<file path="src/hdl/srfe_pkg.sv">
// srfe_pkg: shared types, constants and helpers for the satellite rc frame encoder
// no dependencies; imported by srfe_chan_mem, srfe_word_enc and the top level
package srfe_pkg;

    // default sizes handed to the top level parameters
    localparam int NUM_CHANNELS_DEF    = 12;
    localparam int WORDS_PER_FRAME_DEF = 7;

    // request kinds
    localparam logic KIND_STORE = 1'b0;
    localparam logic KIND_TICK  = 1'b1;

    // configuration register indexes
    localparam int CFG_IDX_W = 1;
    localparam int CFG_DAT_W = 2;
    localparam logic [CFG_IDX_W-1:0] CFG_PROTO_MODE   = 1'b0;
    localparam logic [CFG_IDX_W-1:0] CFG_FS_NO_PULSES = 1'b1;

    // protocol modes
    localparam logic [1:0] MODE_DSMX_11 = 2'd0;
    localparam logic [1:0] MODE_DSMX_22 = 2'd1;
    localparam logic [1:0] MODE_DSM2_11 = 2'd2;
    localparam logic [1:0] MODE_DSM2_22 = 2'd3;

    localparam int RAW_W  = 11;
    localparam int CHAN_W = 4;
    localparam int WORD_W = 16;

    // raw to microseconds: us = 988 +- round(|raw - 172| * 1024 / 1639)
    localparam int RAW_MID = 172;
    localparam int US_MID  = 988;
    localparam int US_MIN  = 903;
    localparam int US_MAX  = 2097;
    localparam int DIV1    = 3278;
    localparam int RND1    = 1639;
    localparam int SH1     = 34;

    // microseconds to counts: w = (d * scale + 583) / 1166
    localparam int SCALE_WIDE   = 2000;
    localparam int SCALE_NARROW = 1000;
    localparam int DIV2         = 1166;
    localparam int RND2         = 583;
    localparam int SH2          = 33;
    localparam int SAT_WIDE     = 2047;
    localparam int SAT_NARROW   = 1023;

    // reciprocals rounded up: exact floor division for 22-bit dividends
    localparam longint unsigned RECIP1 = ((64'd1 << SH1) + DIV1 - 1) / DIV1;
    localparam longint unsigned RECIP2 = ((64'd1 << SH2) + DIV2 - 1) / DIV2;

    localparam int DVD_W  = 22;
    localparam int RCP_W  = 23;
    localparam int PROD_W = DVD_W + RCP_W;

    typedef struct packed {
        logic              vld;
        logic [RAW_W-1:0]  raw;
        logic [CHAN_W-1:0] chan;
        logic              wide;
    } t_enc_req;

    typedef struct packed {
        logic              vld;
        logic [WORD_W-1:0] word;
    } t_enc_rsp;

    function automatic logic [7:0] proto_code(input logic [1:0] mode);
        logic [7:0] code;
        case (mode)
            MODE_DSMX_11: code = 8'hB2;
            MODE_DSMX_22: code = 8'hA2;
            MODE_DSM2_11: code = 8'h12;
            MODE_DSM2_22: code = 8'h01;
            default:      code = 8'hB2;
        endcase
        return code;
    endfunction

endpackage

</file>
<file path="src/hdl/srfe_chan_mem.sv">
// srfe_chan_mem: current and last-sent channel value memories, registered reads with data out the cycle after i_rd_en
// entries read as zero until first written (per-entry valid bits); uses srfe_pkg
module srfe_chan_mem import srfe_pkg::*; #(
    parameter int NUM_CHANNELS = NUM_CHANNELS_DEF,
    parameter int AW           = $clog2(NUM_CHANNELS)
) (
    input  logic             i_clk,
    input  logic             i_rst_n,
    input  logic             i_st_we,
    input  logic [AW-1:0]    i_st_addr,
    input  logic [RAW_W-1:0] i_st_data,
    input  logic             i_rd_en,
    input  logic [AW-1:0]    i_rd_addr,
    input  logic             i_sw_we,
    input  logic [AW-1:0]    i_sw_addr,
    input  logic [RAW_W-1:0] i_sw_data,
    output logic [RAW_W-1:0] o_cur,
    output logic [RAW_W-1:0] o_sent
);

    logic [RAW_W-1:0]        r_cur_mem  [NUM_CHANNELS];
    logic [RAW_W-1:0]        r_sent_mem [NUM_CHANNELS];
    logic [NUM_CHANNELS-1:0] r_cur_vld;
    logic [NUM_CHANNELS-1:0] r_sent_vld;
    logic [RAW_W-1:0]        r_cur_q;
    logic [RAW_W-1:0]        r_sent_q;
    logic                    r_cur_qv;
    logic                    r_sent_qv;

    always_ff @(posedge i_clk) begin
        if (i_st_we) begin
            r_cur_mem[i_st_addr] <= i_st_data;
        end
        if (i_sw_we) begin
            r_sent_mem[i_sw_addr] <= i_sw_data;
        end
        if (i_rd_en) begin
            r_cur_q  <= r_cur_mem[i_rd_addr];
            r_sent_q <= r_sent_mem[i_rd_addr];
        end
    end

    always_ff @(posedge i_clk) begin
        if (!i_rst_n) begin
            r_cur_vld  <= '0;
            r_sent_vld <= '0;
            r_cur_qv   <= 1'b0;
            r_sent_qv  <= 1'b0;
        end else begin
            if (i_st_we) begin
                r_cur_vld[i_st_addr] <= 1'b1;
            end
            if (i_sw_we) begin
                r_sent_vld[i_sw_addr] <= 1'b1;
            end
            if (i_rd_en) begin
                r_cur_qv  <= r_cur_vld[i_rd_addr];
                r_sent_qv <= r_sent_vld[i_rd_addr];
            end
        end
    end

    assign o_cur  = r_cur_qv  ? r_cur_q  : '0;
    assign o_sent = r_sent_qv ? r_sent_q : '0;

endmodule

</file>
<file path="src/hdl/srfe_word_enc.sv">
// srfe_word_enc: four-stage pipeline turning a raw channel value into a frame word
// constant division by reciprocal multiply; uses srfe_pkg
module srfe_word_enc import srfe_pkg::*; (
    input  logic     i_clk,
    input  logic     i_rst_n,
    input  t_enc_req i_req,
    output t_enc_rsp o_rsp
);

    logic r_v1, r_v2, r_v3, r_v4;

    logic [10:0]       r_q1;
    logic              r_neg1;
    logic [CHAN_W-1:0] r_chan1, r_chan2, r_chan3;
    logic              r_wide1, r_wide2, r_wide3;
    logic [DVD_W-1:0]  r_y2;
    logic [11:0]       r_w3;
    logic [WORD_W-1:0] r_word;

    logic              w_neg;
    logic [RAW_W-1:0]  w_mag;
    logic [DVD_W-1:0]  w_x;
    logic [PROD_W-1:0] w_p1;
    logic [11:0]       w_us;
    logic [11:0]       w_us_c;
    logic [10:0]       w_d;
    logic [DVD_W-1:0]  w_y;
    logic [PROD_W-1:0] w_p2;
    logic [10:0]       w_wsat;

    // stage 1: |raw - 172| scaled, divided by 3278 with round half up
    always_comb begin
        w_neg = i_req.raw < RAW_W'(RAW_MID);
        w_mag = w_neg ? RAW_W'(RAW_MID) - i_req.raw : i_req.raw - RAW_W'(RAW_MID);
        w_x   = {w_mag, 11'd0} + DVD_W'(RND1);
        w_p1  = PROD_W'(w_x) * PROD_W'(RCP_W'(RECIP1));
    end

    // stage 2: microseconds, clamp, rescale numerator
    always_comb begin
        w_us   = r_neg1 ? 12'(US_MID) - 12'(r_q1) : 12'(US_MID) + 12'(r_q1);
        w_us_c = w_us;
        if (w_us < 12'(US_MIN)) begin
            w_us_c = 12'(US_MIN);
        end else if (w_us > 12'(US_MAX)) begin
            w_us_c = 12'(US_MAX);
        end
        w_d = 11'(w_us_c - 12'(US_MIN));
        w_y = DVD_W'(w_d) * (r_wide2 ? DVD_W'(SCALE_WIDE) : DVD_W'(SCALE_NARROW))
              + DVD_W'(RND2);
    end

    // stage 3: divide by 1166
    assign w_p2 = PROD_W'(r_y2) * PROD_W'(RCP_W'(RECIP2));

    // stage 4: saturate and place the channel index
    always_comb begin
        if (r_wide3) begin
            w_wsat = (r_w3 > 12'(SAT_WIDE)) ? 11'(SAT_WIDE) : r_w3[10:0];
        end else begin
            w_wsat = (r_w3 > 12'(SAT_NARROW)) ? 11'(SAT_NARROW) : r_w3[10:0];
        end
    end

    always_ff @(posedge i_clk) begin
        r_q1    <= w_p1[SH1+10:SH1];
        r_neg1  <= w_neg;
        r_chan1 <= i_req.chan;
        r_wide1 <= i_req.wide;

        r_y2    <= w_y;
        r_chan2 <= r_chan1;
        r_wide2 <= r_wide1;

        r_w3    <= w_p2[SH2+11:SH2];
        r_chan3 <= r_chan2;
        r_wide3 <= r_wide2;

        if (r_wide3) begin
            r_word <= {1'b0, r_chan3, w_wsat};
        end else begin
            r_word <= {2'b00, r_chan3, w_wsat[9:0]};
        end
    end

    always_ff @(posedge i_clk) begin
        if (!i_rst_n) begin
            r_v1 <= 1'b0;
            r_v2 <= 1'b0;
            r_v3 <= 1'b0;
            r_v4 <= 1'b0;
        end else begin
            r_v1 <= i_req.vld;
            r_v2 <= r_v1;
            r_v3 <= r_v2;
            r_v4 <= r_v3;
        end
    end

    // stage 2 reads r_q1 and r_neg1 through w_us
    assign o_rsp.vld  = r_v4;
    assign o_rsp.word = r_word;

endmodule

</file>
<file path="src/hdl/satellite_rc_frame_encoder_core.sv">
// store request: taken while idle, next request accepted the cycle after.
// tick request, unless skipped: a memory read and a compare per scanned channel, plus a
// wait for the encoder pipeline per channel sent, then 2 + 2 * words bytes at one per
// cycle while the output is not stalled.
// sync active-low reset clears control state and the channel valid bits, so every
// stored and sent channel value reads as zero until written; no clearing pass.
module satellite_rc_frame_encoder_core import srfe_pkg::*; #(
    parameter int NUM_CHANNELS    = NUM_CHANNELS_DEF,
    parameter int WORDS_PER_FRAME = WORDS_PER_FRAME_DEF
) (
    input  logic                 i_clk,
    input  logic                 i_rst_n,
    input  logic                 i_cfg_we,
    input  logic [CFG_IDX_W-1:0] i_cfg_idx,
    input  logic [CFG_DAT_W-1:0] i_cfg_wdata,
    input  logic                 i_in_valid,
    output logic                 o_in_stall,
    input  logic                 i_kind,
    input  logic [CHAN_W-1:0]    i_channel_index,
    input  logic [RAW_W-1:0]     i_channel_value,
    input  logic                 i_frame_missed,
    input  logic                 i_in_failsafe,
    input  logic                 i_link_connected,
    output logic                 o_out_valid,
    input  logic                 i_out_stall,
    output logic [7:0]           o_out_byte,
    output logic                 o_last_byte
);

    localparam int AW  = $clog2(NUM_CHANNELS);
    localparam int CCW = $clog2(NUM_CHANNELS + 1);
    localparam int CNW = $clog2(WORDS_PER_FRAME + 1);
    localparam int WIW = (WORDS_PER_FRAME > 1) ? $clog2(WORDS_PER_FRAME) : 1;
    localparam int SW  = 6;

    typedef enum logic [4:0] {
        ST_IDLE     = 5'b00001,
        ST_READ     = 5'b00010,
        ST_CHECK    = 5'b00100,
        ST_ENC_WAIT = 5'b01000,
        ST_EMIT     = 5'b10000
    } t_state;

    typedef enum logic [1:0] {
        SEG_FADE  = 2'd0,
        SEG_PROTO = 2'd1,
        SEG_HI    = 2'd2,
        SEG_LO    = 2'd3
    } t_seg;

    t_state r_state, n_state;
    logic [1:0]     r_mode;
    logic           r_fs_np;
    logic           r_started, n_started;
    logic [7:0]     r_fade, n_fade;
    logic [AW-1:0]  r_ptr, n_ptr;
    logic [CCW-1:0] r_cc, n_cc;
    logic [CNW-1:0] r_cnt, n_cnt;
    logic [CNW-1:0] r_wi, n_wi;
    t_seg           r_seg, n_seg;
    logic           r_out_valid, n_out_valid;
    logic [7:0]     r_out_byte, n_out_byte;
    logic           r_out_last, n_out_last;
    logic [WORD_W-1:0] r_wbuf [WORDS_PER_FRAME];

    logic             w_in_acc;
    logic             w_st_we;
    logic             w_skip;
    logic [RAW_W-1:0] w_cur;
    logic [RAW_W-1:0] w_sent;
    logic             w_forced;
    logic             w_take;
    logic             w_load;
    logic [CCW-1:0]   w_cc_inc;
    logic [CNW-1:0]   w_cnt_inc;
    logic [CNW-1:0]   w_wi_inc;
    logic [AW-1:0]    w_ptr_inc;
    logic [WORD_W-1:0] w_word_rd;
    t_enc_req         w_req;
    t_enc_rsp         w_rsp;

    srfe_chan_mem #(
        .NUM_CHANNELS (NUM_CHANNELS),
        .AW           (AW)
    ) u_mem (
        .i_clk     (i_clk),
        .i_rst_n   (i_rst_n),
        .i_st_we   (w_st_we),
        .i_st_addr (i_channel_index[AW-1:0]),
        .i_st_data (i_channel_value),
        .i_rd_en   (r_state == ST_READ),
        .i_rd_addr (r_ptr),
        .i_sw_we   (w_req.vld),
        .i_sw_addr (r_ptr),
        .i_sw_data (w_cur),
        .o_cur     (w_cur),
        .o_sent    (w_sent)
    );

    srfe_word_enc u_enc (
        .i_clk   (i_clk),
        .i_rst_n (i_rst_n),
        .i_req   (w_req),
        .o_rsp   (w_rsp)
    );

    assign w_in_acc = i_in_valid && (r_state == ST_IDLE);
    assign w_st_we  = w_in_acc && (i_kind == KIND_STORE)
                      && (32'(i_channel_index) < NUM_CHANNELS);
    assign w_skip   = (i_in_failsafe && r_fs_np) || (!r_started && !i_link_connected)
                      || i_frame_missed;

    // fill the frame once the words still owed equal the channels left to scan
    assign w_forced = (SW'(r_cnt) + SW'(NUM_CHANNELS)) == (SW'(r_cc) + SW'(WORDS_PER_FRAME));
    assign w_take   = (w_cur != w_sent) || w_forced;

    assign w_req.vld  = (r_state == ST_CHECK) && w_take;
    assign w_req.raw  = w_cur;
    assign w_req.chan = CHAN_W'(r_ptr);
    assign w_req.wide = (r_mode != MODE_DSM2_22);

    assign w_load    = !r_out_valid || !i_out_stall;
    assign w_cc_inc  = r_cc + CCW'(1);
    assign w_cnt_inc = r_cnt + CNW'(1);
    assign w_wi_inc  = r_wi + CNW'(1);
    assign w_ptr_inc = (r_ptr == AW'(NUM_CHANNELS - 1)) ? '0 : r_ptr + AW'(1);
    assign w_word_rd = r_wbuf[r_wi[WIW-1:0]];

    always_comb begin
        n_state     = r_state;
        n_started   = r_started;
        n_fade      = r_fade;
        n_ptr       = r_ptr;
        n_cc        = r_cc;
        n_cnt       = r_cnt;
        n_wi        = r_wi;
        n_seg       = r_seg;
        n_out_valid = r_out_valid && i_out_stall;
        n_out_byte  = r_out_byte;
        n_out_last  = r_out_last;

        case (r_state)
            ST_IDLE: begin
                if (w_in_acc && (i_kind == KIND_TICK)) begin
                    if (w_skip) begin
                        if (r_started && (r_fade != 8'hFF)) begin
                            n_fade = r_fade + 8'd1;
                        end
                    end else begin
                        n_started = 1'b1;
                        n_cc      = '0;
                        n_cnt     = '0;
                        n_state   = ST_READ;
                    end
                end
            end
            ST_READ: begin
                n_state = ST_CHECK;
            end
            ST_CHECK: begin
                n_ptr = w_ptr_inc;
                n_cc  = w_cc_inc;
                if (w_take) begin
                    n_state = ST_ENC_WAIT;
                end else if ((w_cc_inc < CCW'(NUM_CHANNELS))
                             && (r_cnt < CNW'(WORDS_PER_FRAME))) begin
                    n_state = ST_READ;
                end else begin
                    n_state = ST_EMIT;
                    n_seg   = SEG_FADE;
                end
            end
            ST_ENC_WAIT: begin
                if (w_rsp.vld) begin
                    n_cnt = w_cnt_inc;
                    if ((r_cc < CCW'(NUM_CHANNELS))
                        && (w_cnt_inc < CNW'(WORDS_PER_FRAME))) begin
                        n_state = ST_READ;
                    end else begin
                        n_state = ST_EMIT;
                        n_seg   = SEG_FADE;
                    end
                end
            end
            ST_EMIT: begin
                if (w_load) begin
                    n_out_valid = 1'b1;
                    n_out_last  = 1'b0;
                    case (r_seg)
                        SEG_FADE: begin
                            n_out_byte = r_fade;
                            n_seg      = SEG_PROTO;
                        end
                        SEG_PROTO: begin
                            n_out_byte = proto_code(r_mode);
                            n_wi       = '0;
                            n_seg      = SEG_HI;
                            if (r_cnt == '0) begin
                                n_out_last = 1'b1;
                                n_state    = ST_IDLE;
                            end
                        end
                        SEG_HI: begin
                            n_out_byte = w_word_rd[15:8];
                            n_seg      = SEG_LO;
                        end
                        SEG_LO: begin
                            n_out_byte = w_word_rd[7:0];
                            n_wi       = w_wi_inc;
                            n_seg      = SEG_HI;
                            if (w_wi_inc == r_cnt) begin
                                n_out_last = 1'b1;
                                n_state    = ST_IDLE;
                            end
                        end
                        default: begin
                            n_seg = SEG_FADE;
                        end
                    endcase
                end
            end
            default: begin
                n_state = ST_IDLE;
            end
        endcase
    end

    always_ff @(posedge i_clk) begin
        if (!i_rst_n) begin
            r_state     <= ST_IDLE;
            r_mode      <= MODE_DSMX_11;
            r_fs_np     <= 1'b0;
            r_started   <= 1'b0;
            r_fade      <= '0;
            r_ptr       <= '0;
            r_cc        <= '0;
            r_cnt       <= '0;
            r_wi        <= '0;
            r_seg       <= SEG_FADE;
            r_out_valid <= 1'b0;
            r_out_last  <= 1'b0;
        end else begin
            r_state     <= n_state;
            r_started   <= n_started;
            r_fade      <= n_fade;
            r_ptr       <= n_ptr;
            r_cc        <= n_cc;
            r_cnt       <= n_cnt;
            r_wi        <= n_wi;
            r_seg       <= n_seg;
            r_out_valid <= n_out_valid;
            r_out_last  <= n_out_last;
            if (i_cfg_we) begin
                case (i_cfg_idx)
                    CFG_PROTO_MODE:   r_mode  <= i_cfg_wdata;
                    CFG_FS_NO_PULSES: r_fs_np <= i_cfg_wdata[0];
                    default:          r_mode  <= r_mode;
                endcase
            end
        end
    end

    always_ff @(posedge i_clk) begin
        r_out_byte <= n_out_byte;
        if ((r_state == ST_ENC_WAIT) && w_rsp.vld) begin
            r_wbuf[r_cnt[WIW-1:0]] <= w_rsp.word;
        end
    end

    assign o_in_stall  = (r_state != ST_IDLE);
    assign o_out_valid = r_out_valid;
    assign o_out_byte  = r_out_byte;
    assign o_last_byte = r_out_last;

    a_ptr_range: assert property (@(posedge i_clk) disable iff (!i_rst_n)
        32'(r_ptr) < NUM_CHANNELS)
        else $error("scan pointer out of range");

    a_cnt_range: assert property (@(posedge i_clk) disable iff (!i_rst_n)
        32'(r_cnt) <= WORDS_PER_FRAME)
        else $error("word count beyond frame size");

    a_enc_in_wait: assert property (@(posedge i_clk) disable iff (!i_rst_n)
        w_rsp.vld |-> (r_state == ST_ENC_WAIT))
        else $error("encoder result outside of wait state");

    a_fade_mono: assert property (@(posedge i_clk) disable iff (!i_rst_n)
        (r_state == ST_IDLE) |=> (r_fade >= $past(r_fade)))
        else $error("fade counter went down");

    a_last_ends: assert property (@(posedge i_clk) disable iff (!i_rst_n)
        ((r_state == ST_EMIT) && w_load && n_out_last) |=>
            ((r_state == ST_IDLE) && o_out_valid && o_last_byte))
        else $error("frame end did not return to idle");

endmodule
</file>
<file path="config.mk">
export PLATFORM = sky130hd
export DESIGN_NAME = satellite_rc_frame_encoder_core
export DESIGN_NICKNAME = d
export VERILOG_FILES = /design/src/hdl/srfe_pkg.sv /design/src/hdl/srfe_chan_mem.sv /design/src/hdl/srfe_word_enc.sv /design/src/hdl/satellite_rc_frame_encoder_core.sv
export SDC_FILE = /design/constraint.sdc
export NUM_CORES = 1
export LEC_CHECK = 0
export ABC_CLOCK_PERIOD_IN_PS = 22100
export CORE_MARGIN = 4
export CORE_UTILIZATION = 65
export DETAILED_ROUTE_END_ITERATION = 10
export DONT_BUFFER_PORTS = 1
export GPL_ROUTABILITY_DRIVEN = 1
export GPL_TIMING_DRIVEN = 0
export MAX_ROUTING_LAYER = met4
export PLACE_DENSITY_LB_ADDON = 0.15
export SLEW_MARGIN = 20
export SYNTH_ARGS = -nofsm -noshare
export SYNTH_HDL_FRONTEND = slang
export SYNTH_SLANG_ARGS = --single-unit
</file>
<file path="constraint.sdc">
create_clock -name i_clk -period 22.1 [get_ports i_clk]
set_input_delay 0 -clock i_clk [delete_from_list [all_inputs] [get_ports i_clk]]
set_output_delay 0 -clock i_clk [all_outputs]
set_load 0.1 [all_outputs]
</file>
## Word level (Yosys, flattened, before mapping)

Memory sizes are Yosys's and may differ from the RTL's. A register that Yosys moved wholly into a read port is not among the register bits.
Cells that the tools add are included.

- Bits in registers: 150
- RAM bits: 376
- Logic and storage cells: 201
- Input port bits: 27
- Memories: 3
- Output and inout bits: 11

Memory list:

| memory | depth | bits a word | rd ports | clocked after memory_dff | wr ports | line | source |
|---|---|---|---|---|---|---|---|
| u_mem.r_cur_mem | 12 | 11 | 1 | 1 | 1 | srfe_chan_mem.sv:21 | `logic [RAW_W-1:0] r_cur_mem [NUM_CHANNELS];` |
| u_mem.r_sent_mem | 12 | 11 | 1 | 1 | 1 | srfe_chan_mem.sv:22 | `logic [RAW_W-1:0] r_sent_mem [NUM_CHANNELS];` |
| r_wbuf | 7 | 16 | 1 | 1 | 1 | satellite_rc_frame_encoder_core.sv:64 | `logic [WORD_W-1:0] r_wbuf [WORDS_PER_FRAME];` |

- Reduce and logical (&&, ||, !) cells: 40
- Magnitude comparators: 14
- Eq/ne operators: 28
- Bitwise operators: 5
- $mul: 3
- Add/subtract/negate cells: 14
- Muxes and demuxes: 61

Operator list:

| operator | count |
|---|---|
| $mux 11 | 9 |
| $mul 22x23->45 const B | 2 |
| $pmux 8 s4 | 2 |
| $mux 5 | 9 |
| $pmux 5 s5 | 1 |
| $or 12x12->12 | 2 |
| $add 22x10->22 const B | 1 |
| $add 22x11->22 const B | 1 |
| $mul 11x22->22 | 1 |
| $mux 3 | 5 |
| $logic_and 1x1->1 | 14 |
| $mux 1 | 14 |
| $mux 14 | 1 |
| $add 10x11->12 const A | 1 |
| $gt 12x10->1 const B | 1 |
| $gt 12x11->1 const B | 1 |
| $gt 12x12->1 const B | 1 |
| $lt 12x10->1 const B | 1 |
| $lt 4x4->1 const B | 3 |
| $mux 12 | 1 |
| $mux 4 | 3 |
| $ne 2x2->1 const B | 6 |
| $pmux 2 s3 | 2 |
| $pmux 3 s2 | 2 |
| other kinds (48) | 81 |

## Logic depth before layout (Yosys ltp)

- Depth in word-level cells: 8
- Mapped depth: 39
- Gate-level depth less buffers: 36

## Hierarchy

A second synthesis with hierarchy kept.

- Cell total of the unflattened synthesis: 2,786
- Area total of the unflattened synthesis: 35,486.5 µm²

By module, submodules not included:

| module | cells each | times used | area an instance (µm²) | seq. area each (µm²) |
|---|---|---|---|---|
| srfe_word_enc | 1,689 | 1 | 16,747.3 | 1,541.5 |
| srfe_chan_mem | 582 | 1 | 11,878.9 | 9,108.7 |
| satellite_rc_frame_encoder_core | 515 | 1 | 6,860.3 | 4,364.2 |

## Worst setup path after synthesis

No wires, ideal clock.

- Path type: register to register
- Start point: register u_enc.r_q1[0]
- End point: register u_enc.r_y2[21]
- Slack: 14.297 ns
- Data required time: 21.984 ns
- Stages on the path, launching flop included: 37
- Setup time: 0.116 ns
- Arrival: 7.687 ns
- Path buffers: 2
- Period minus slack after synthesis: 7.803 ns
- Cell sequence: dfxtp_1 buf_4 inv_1 ha_1 a21boi_2 a21oi_1 xnor2_1 nand3_2 or3_4 a21boi_2 buf_6 o21bai_1 ha_1 nand2_1 nor2_1 a31oi_1 a21oi_1 o21bai_1 a21o_1 fa_1 inv_1 ha_1 fa_1 inv_1 fa_1 fa_1 inv_1 ha_1 nor2b_1 o21ai_0 a21boi_0 o21ai_0 a21boi_0 o2111ai_1 nand3_1 a2111o_1 o211a_1

- Longest elaborated chain between the ends: 8
- Elaborated cells on any way between the ends: 10
- Classes of those cells: add/sub (4); mul (1); order compare (2); mux (3)

RTL lines:

| item | line | source |
|---|---|---|
| from (decl) | srfe_word_enc.sv:12 | `logic [10:0] r_q1;` |
| from (signal assigned) | srfe_word_enc.sv:66 | `r_q1 <= w_p1[SH1+10:SH1];` |
| $add 10x11->12 or $sub 10x11->12 (tied branches) | srfe_word_enc.sv:41 | `w_us = r_neg1 ? 12'(US_MID) - 12'(r_q1) : 12'(US_MID) + 12'(r_q1);` |
| $mux 12 * | srfe_word_enc.sv:41 |  |
| $gt 12x12->1 | srfe_word_enc.sv:45 | `end else if (w_us > 12'(US_MAX)) begin` |
| $mux 11 | srfe_word_enc.sv:45 |  |
| $mux 11 * | srfe_word_enc.sv:43 | `if (w_us < 12'(US_MIN)) begin` |
| $sub 11x10->11 * | srfe_word_enc.sv:48 | `w_d = 11'(w_us_c - 12'(US_MIN));` |
| $mul 11x22->22 * | srfe_word_enc.sv:49 | `w_y = DVD_W'(w_d) * (r_wide2 ? DVD_W'(SCALE_WIDE) : DVD_W'(SCALE_NARROW))` |
| $add 22x10->22 * | srfe_word_enc.sv:50 | `+ DVD_W'(RND2);` |
| net u_enc.w_y[21] | srfe_word_enc.sv:27 | `logic [DVD_W-1:0] w_y;` |
| to (signal assigned) | srfe_word_enc.sv:71 | `r_y2 <= w_y;` |
| to (decl) | srfe_word_enc.sv:16 | `logic [DVD_W-1:0] r_y2;` |

The timed path passes the listed nets; every way through them passes the cells marked *.
A chain may end at the register's enable or synchronous reset.

==> flow_metrics.py <==
metrics = {
    "worst_hold_path": {
        "min_from": "i_channel_index[3]",
        "worstHoldPathType": "input pin to register",
        "hold_depth": 2,
    },
    "placement": {
        "dp_hpwl_mm": 57.4,
        "place.port_buffers": 0,
        "place_congestion": 0.945,
    },
    "timing": {
        "fin_crit_ns": 9.32,
        "grt_setup_unrepaired": "false",
        "max-slew-margin-rel_pct": 26.2,
        "worst_pin_slew_ns": 1.11,
        "min_period_over_period_pct": 42.2,
        "fin_tns_setup_ns": 0,
        "final_max_slew_viol_count": 0,
        "finalSetupViolCount": 0,
        "max_freq_mhz": 107,
        "skew_ns": 0.0171,
        "hold_viol": 0,
    },
    "cts": {
        "h-tree-depth": 2,
        "numCtsBuffers": 52,
        "clockRootBuffer": "clkbuf_16",
        "cts.sink_count": 540,
        "cts_buffer_depth": 3,
        "clkTransAtPathRegs_ns": 0.07,
        "cts_tree": "done",
        "clk_latency_ns": 0.61,
        "postCtsSetupRepairBufs": 0,
    },
    "cells_and_area": {
        "nets": 3646,
        "drive_gt1_share_pct": 8.93,
        "n_fill_cell": 3664,
        "syn2layout_area_growth_pct": 8.94,
    },
    "critical_path": {
        "reg2reg_depth": 28,
        "arrival_ns": 9.85,
        "cp_slowest_stage_delay_ns": 0.93,
        "crit_start": "u_mem.r_cur_qv",
        "endpoint_kind": "register",
        "cp.required_ns": 22.62,
        "regToRegStartpoint": "u_mem.r_cur_qv",
        "path_class": "register to register",
        "cpMaxStageDelayCell": "and2_1",
        "cp_max_fo": 20,
        "cp-start-kind": "register",
    },
    "route": {
        "drcViolationCount": 0,
        "via_per_inst": 5.93,
        "ant_nets": 0,
        "wire_per_inst_um": 20.8,
        "routed_wl_mm": 76.3,
        "drt-initial-drc-count": 1518,
        "drtPass1Iterations": 6,
        "num_vias": 21800,
    },
    "synth": {
        "synth_ff_type": "edfxtp_1",
        "synth_largest_area_cell": "edfxtp_1",
        "synth_area_per_cell_um2": 12.5,
        "synth_seq_cells": 540,
        "synth_edf_count": 399,
        "yosysMostFrequentCell": "inv_1",
        "async_flop_share_pct": 0,
        "synth_area_leaders": "edfxtp_1 (34%), ha_1 (16%), fa_1 (14%)",
        "syn-cell-area_um2": 35300,
        "synth_top_area_share_pct": 34.0,
        "yosysSeqAreaShare_pct": 42.0,
        "yosysWarnings": 0,
        "ys_types": 92,
        "netlist_instances": 2831,
        "synth_common_cells": "inv_1 (440), ha_1 (437), edfxtp_1 (399)",
    },
    "global_routing": {
        "grt_use_total_pct": 27.9,
        "antenna_found_initial": 1,
        "globalRouteOverflowTotal": 0,
        "grt_pass1_vias": 22700,
        "grt_pass1_wl_mm": 122,
        "grt_max_degree": 29,
    },
    "die": {
        "core-area_um2": 53700,
        "ios": 38,
        "dieArea_um2": 58000,
        "row_count": 85,
        "die_w_um": 241,
        "die_y_um": 241,
        "initial_core_util_pct": 65.6,
    },
    "outcome": {
        "status": "complete, no violations",
    },
    "run": {
        "maxCapViolCount": 0,
    },
}
cell type report:
| type | instances | area (µm²) | share of cell area [%] |
|---|---|---|---|
| Multi-Input combinational cell | 1770 | 18600 | 48.3 |
| Sequential cell | 540 | 14800 | 38.5 |
| Inverter | 443 | 1660 | 4.33 |
| Clock buffer | 76 | 1470 | 3.84 |
| Tap cell | 696 | 871 | 2.27 |
| Timing Repair Buffer | 50 | 517 | 1.35 |
| Buffer | 81 | 344 | 0.896 |
| Clock inverter | 20 | 166 | 0.433 |
| Antenna cell | 1 | 2.50 | 0.00652 |
worst paths after layout:
kind,endpoint,slack (ns)
setup / recovery,u_enc.r_q1[10],12.78
hold / removal,u_mem.r_cur_mem[10][2],0.009
setup reg to reg,u_enc.r_q1[10],12.78
hold reg to reg,u_enc.r_chan2[2],0.33
layout by cell type (no fill, tap or decap), types with 13 or more instances in the layout:
master / n
ha_1: 437
fa_1: 244
and2_1: 19
nand3_1: 34
xor2_1: 20
and3_1: 20
a211oi_1: 18
nor2_2: 16
xnor2_1: 58
nand2b_1: 28
o21ai_0: 96
clkbuf_1: 72
dfxtp_1: 141
o211ai_1: 19
nor2b_1: 13
clkbuf_16: 54
nor2_1: 144
inv_1: 440
o21a_1: 26
mux4_2: 88
nor3_1: 17
mux2i_1: 48
edfxtp_1: 399
nand2_1: 130
dlygate4sd3_1: 31
a21oi_1: 94
metal layers:
layer | GRT usage [%] | share of wire [%] | wire [µm] | up-vias
met3 | 4.03 | 5.6 | 4270 | 127
met1 | 36.4 | 42 | 32000 | 10900
li1 | - | - | - | 10100
met2 | 45.8 | 49 | 37500 | 660
met4 | 8.87 | 3.4 | 2580 | 0
met5 | - | 0 | 0 | -
logic make-up (layout without fill, tap and decap cells):
group,after synthesis,after routing,synth area share [%]
muxes,145,145,7.27
DFF,540,540,42.0
AOI/OAI and AO/OA,368,368,7.00
other,2,6,0.0213
and+or+nand+nor,491,491,6.64
buffers and inverters,524,670,5.68
adders and majority gates,681,681,29.4
xor gates and xnor gates,80,80,2.03
registers in the layout, indices dropped and copies added (netlist names), 3 cells and up, named ones only:
| name | cells |
|---|---|
| r_cc | 4 |
| u_mem.r_sent_mem | 132 |
| u_mem.r_cur_q | 11 |
| r_cnt | 3 |
| r_ptr | 4 |
| u_enc.r_y2 | 19 |
| u_enc.r_chan3 | 4 |
| u_mem.r_sent_q | 11 |
| u_mem.r_cur_vld | 12 |
| u_enc.r_word | 15 |
| r_state | 5 |
| u_enc.r_chan2 | 4 |
| r_wbuf | 105 |
| u_enc.r_w3 | 12 |
| u_mem.r_sent_vld | 12 |
| u_mem.r_cur_mem | 132 |
| u_enc.r_chan1 | 4 |
| u_enc.r_q1 | 11 |
| o_out_byte | 8 |
| r_wi | 3 |
| r_fade | 8 |
worst max-delay path: cells and delay by family, from the launching register on:
kind | cells | cell delay (ns)
adder cells (fa/ha/maj) | 9 | 4.12
AO/OA/AOI/OAI | 6 | 1.13
buffers and inverters | 6 | 1.38
XOR/XNOR | 2 | 0.60
AND/OR/NAND/NOR | 5 | 1.65
flip-flops | 1 | 0.38
through the flow:
step,util [%],cell area [µm²],setup WS [ns],hold slack (ns),std cells
finish,71.5,38400,12.78,0.00905,3677
global route,71.5,38400,12.17,0.00167,3677
CTS,71.5,38400,12.82,0.0729,3676
detailed placement,67.8,36400,12.87,0.0995,3549
global placement,67.3,36100,13.18,0.0994,3530
floorplan,-,35300,14.30,0.0989,2834
what timing repair did:
action	in CTS	in global routing
hold buffers	31	0
gates resized for setup	0	0
hold endpoints to repair	281	0
Power is not shown: default switching activity piles up to over one toggle a cycle in this logic, so the estimate is an artifact.
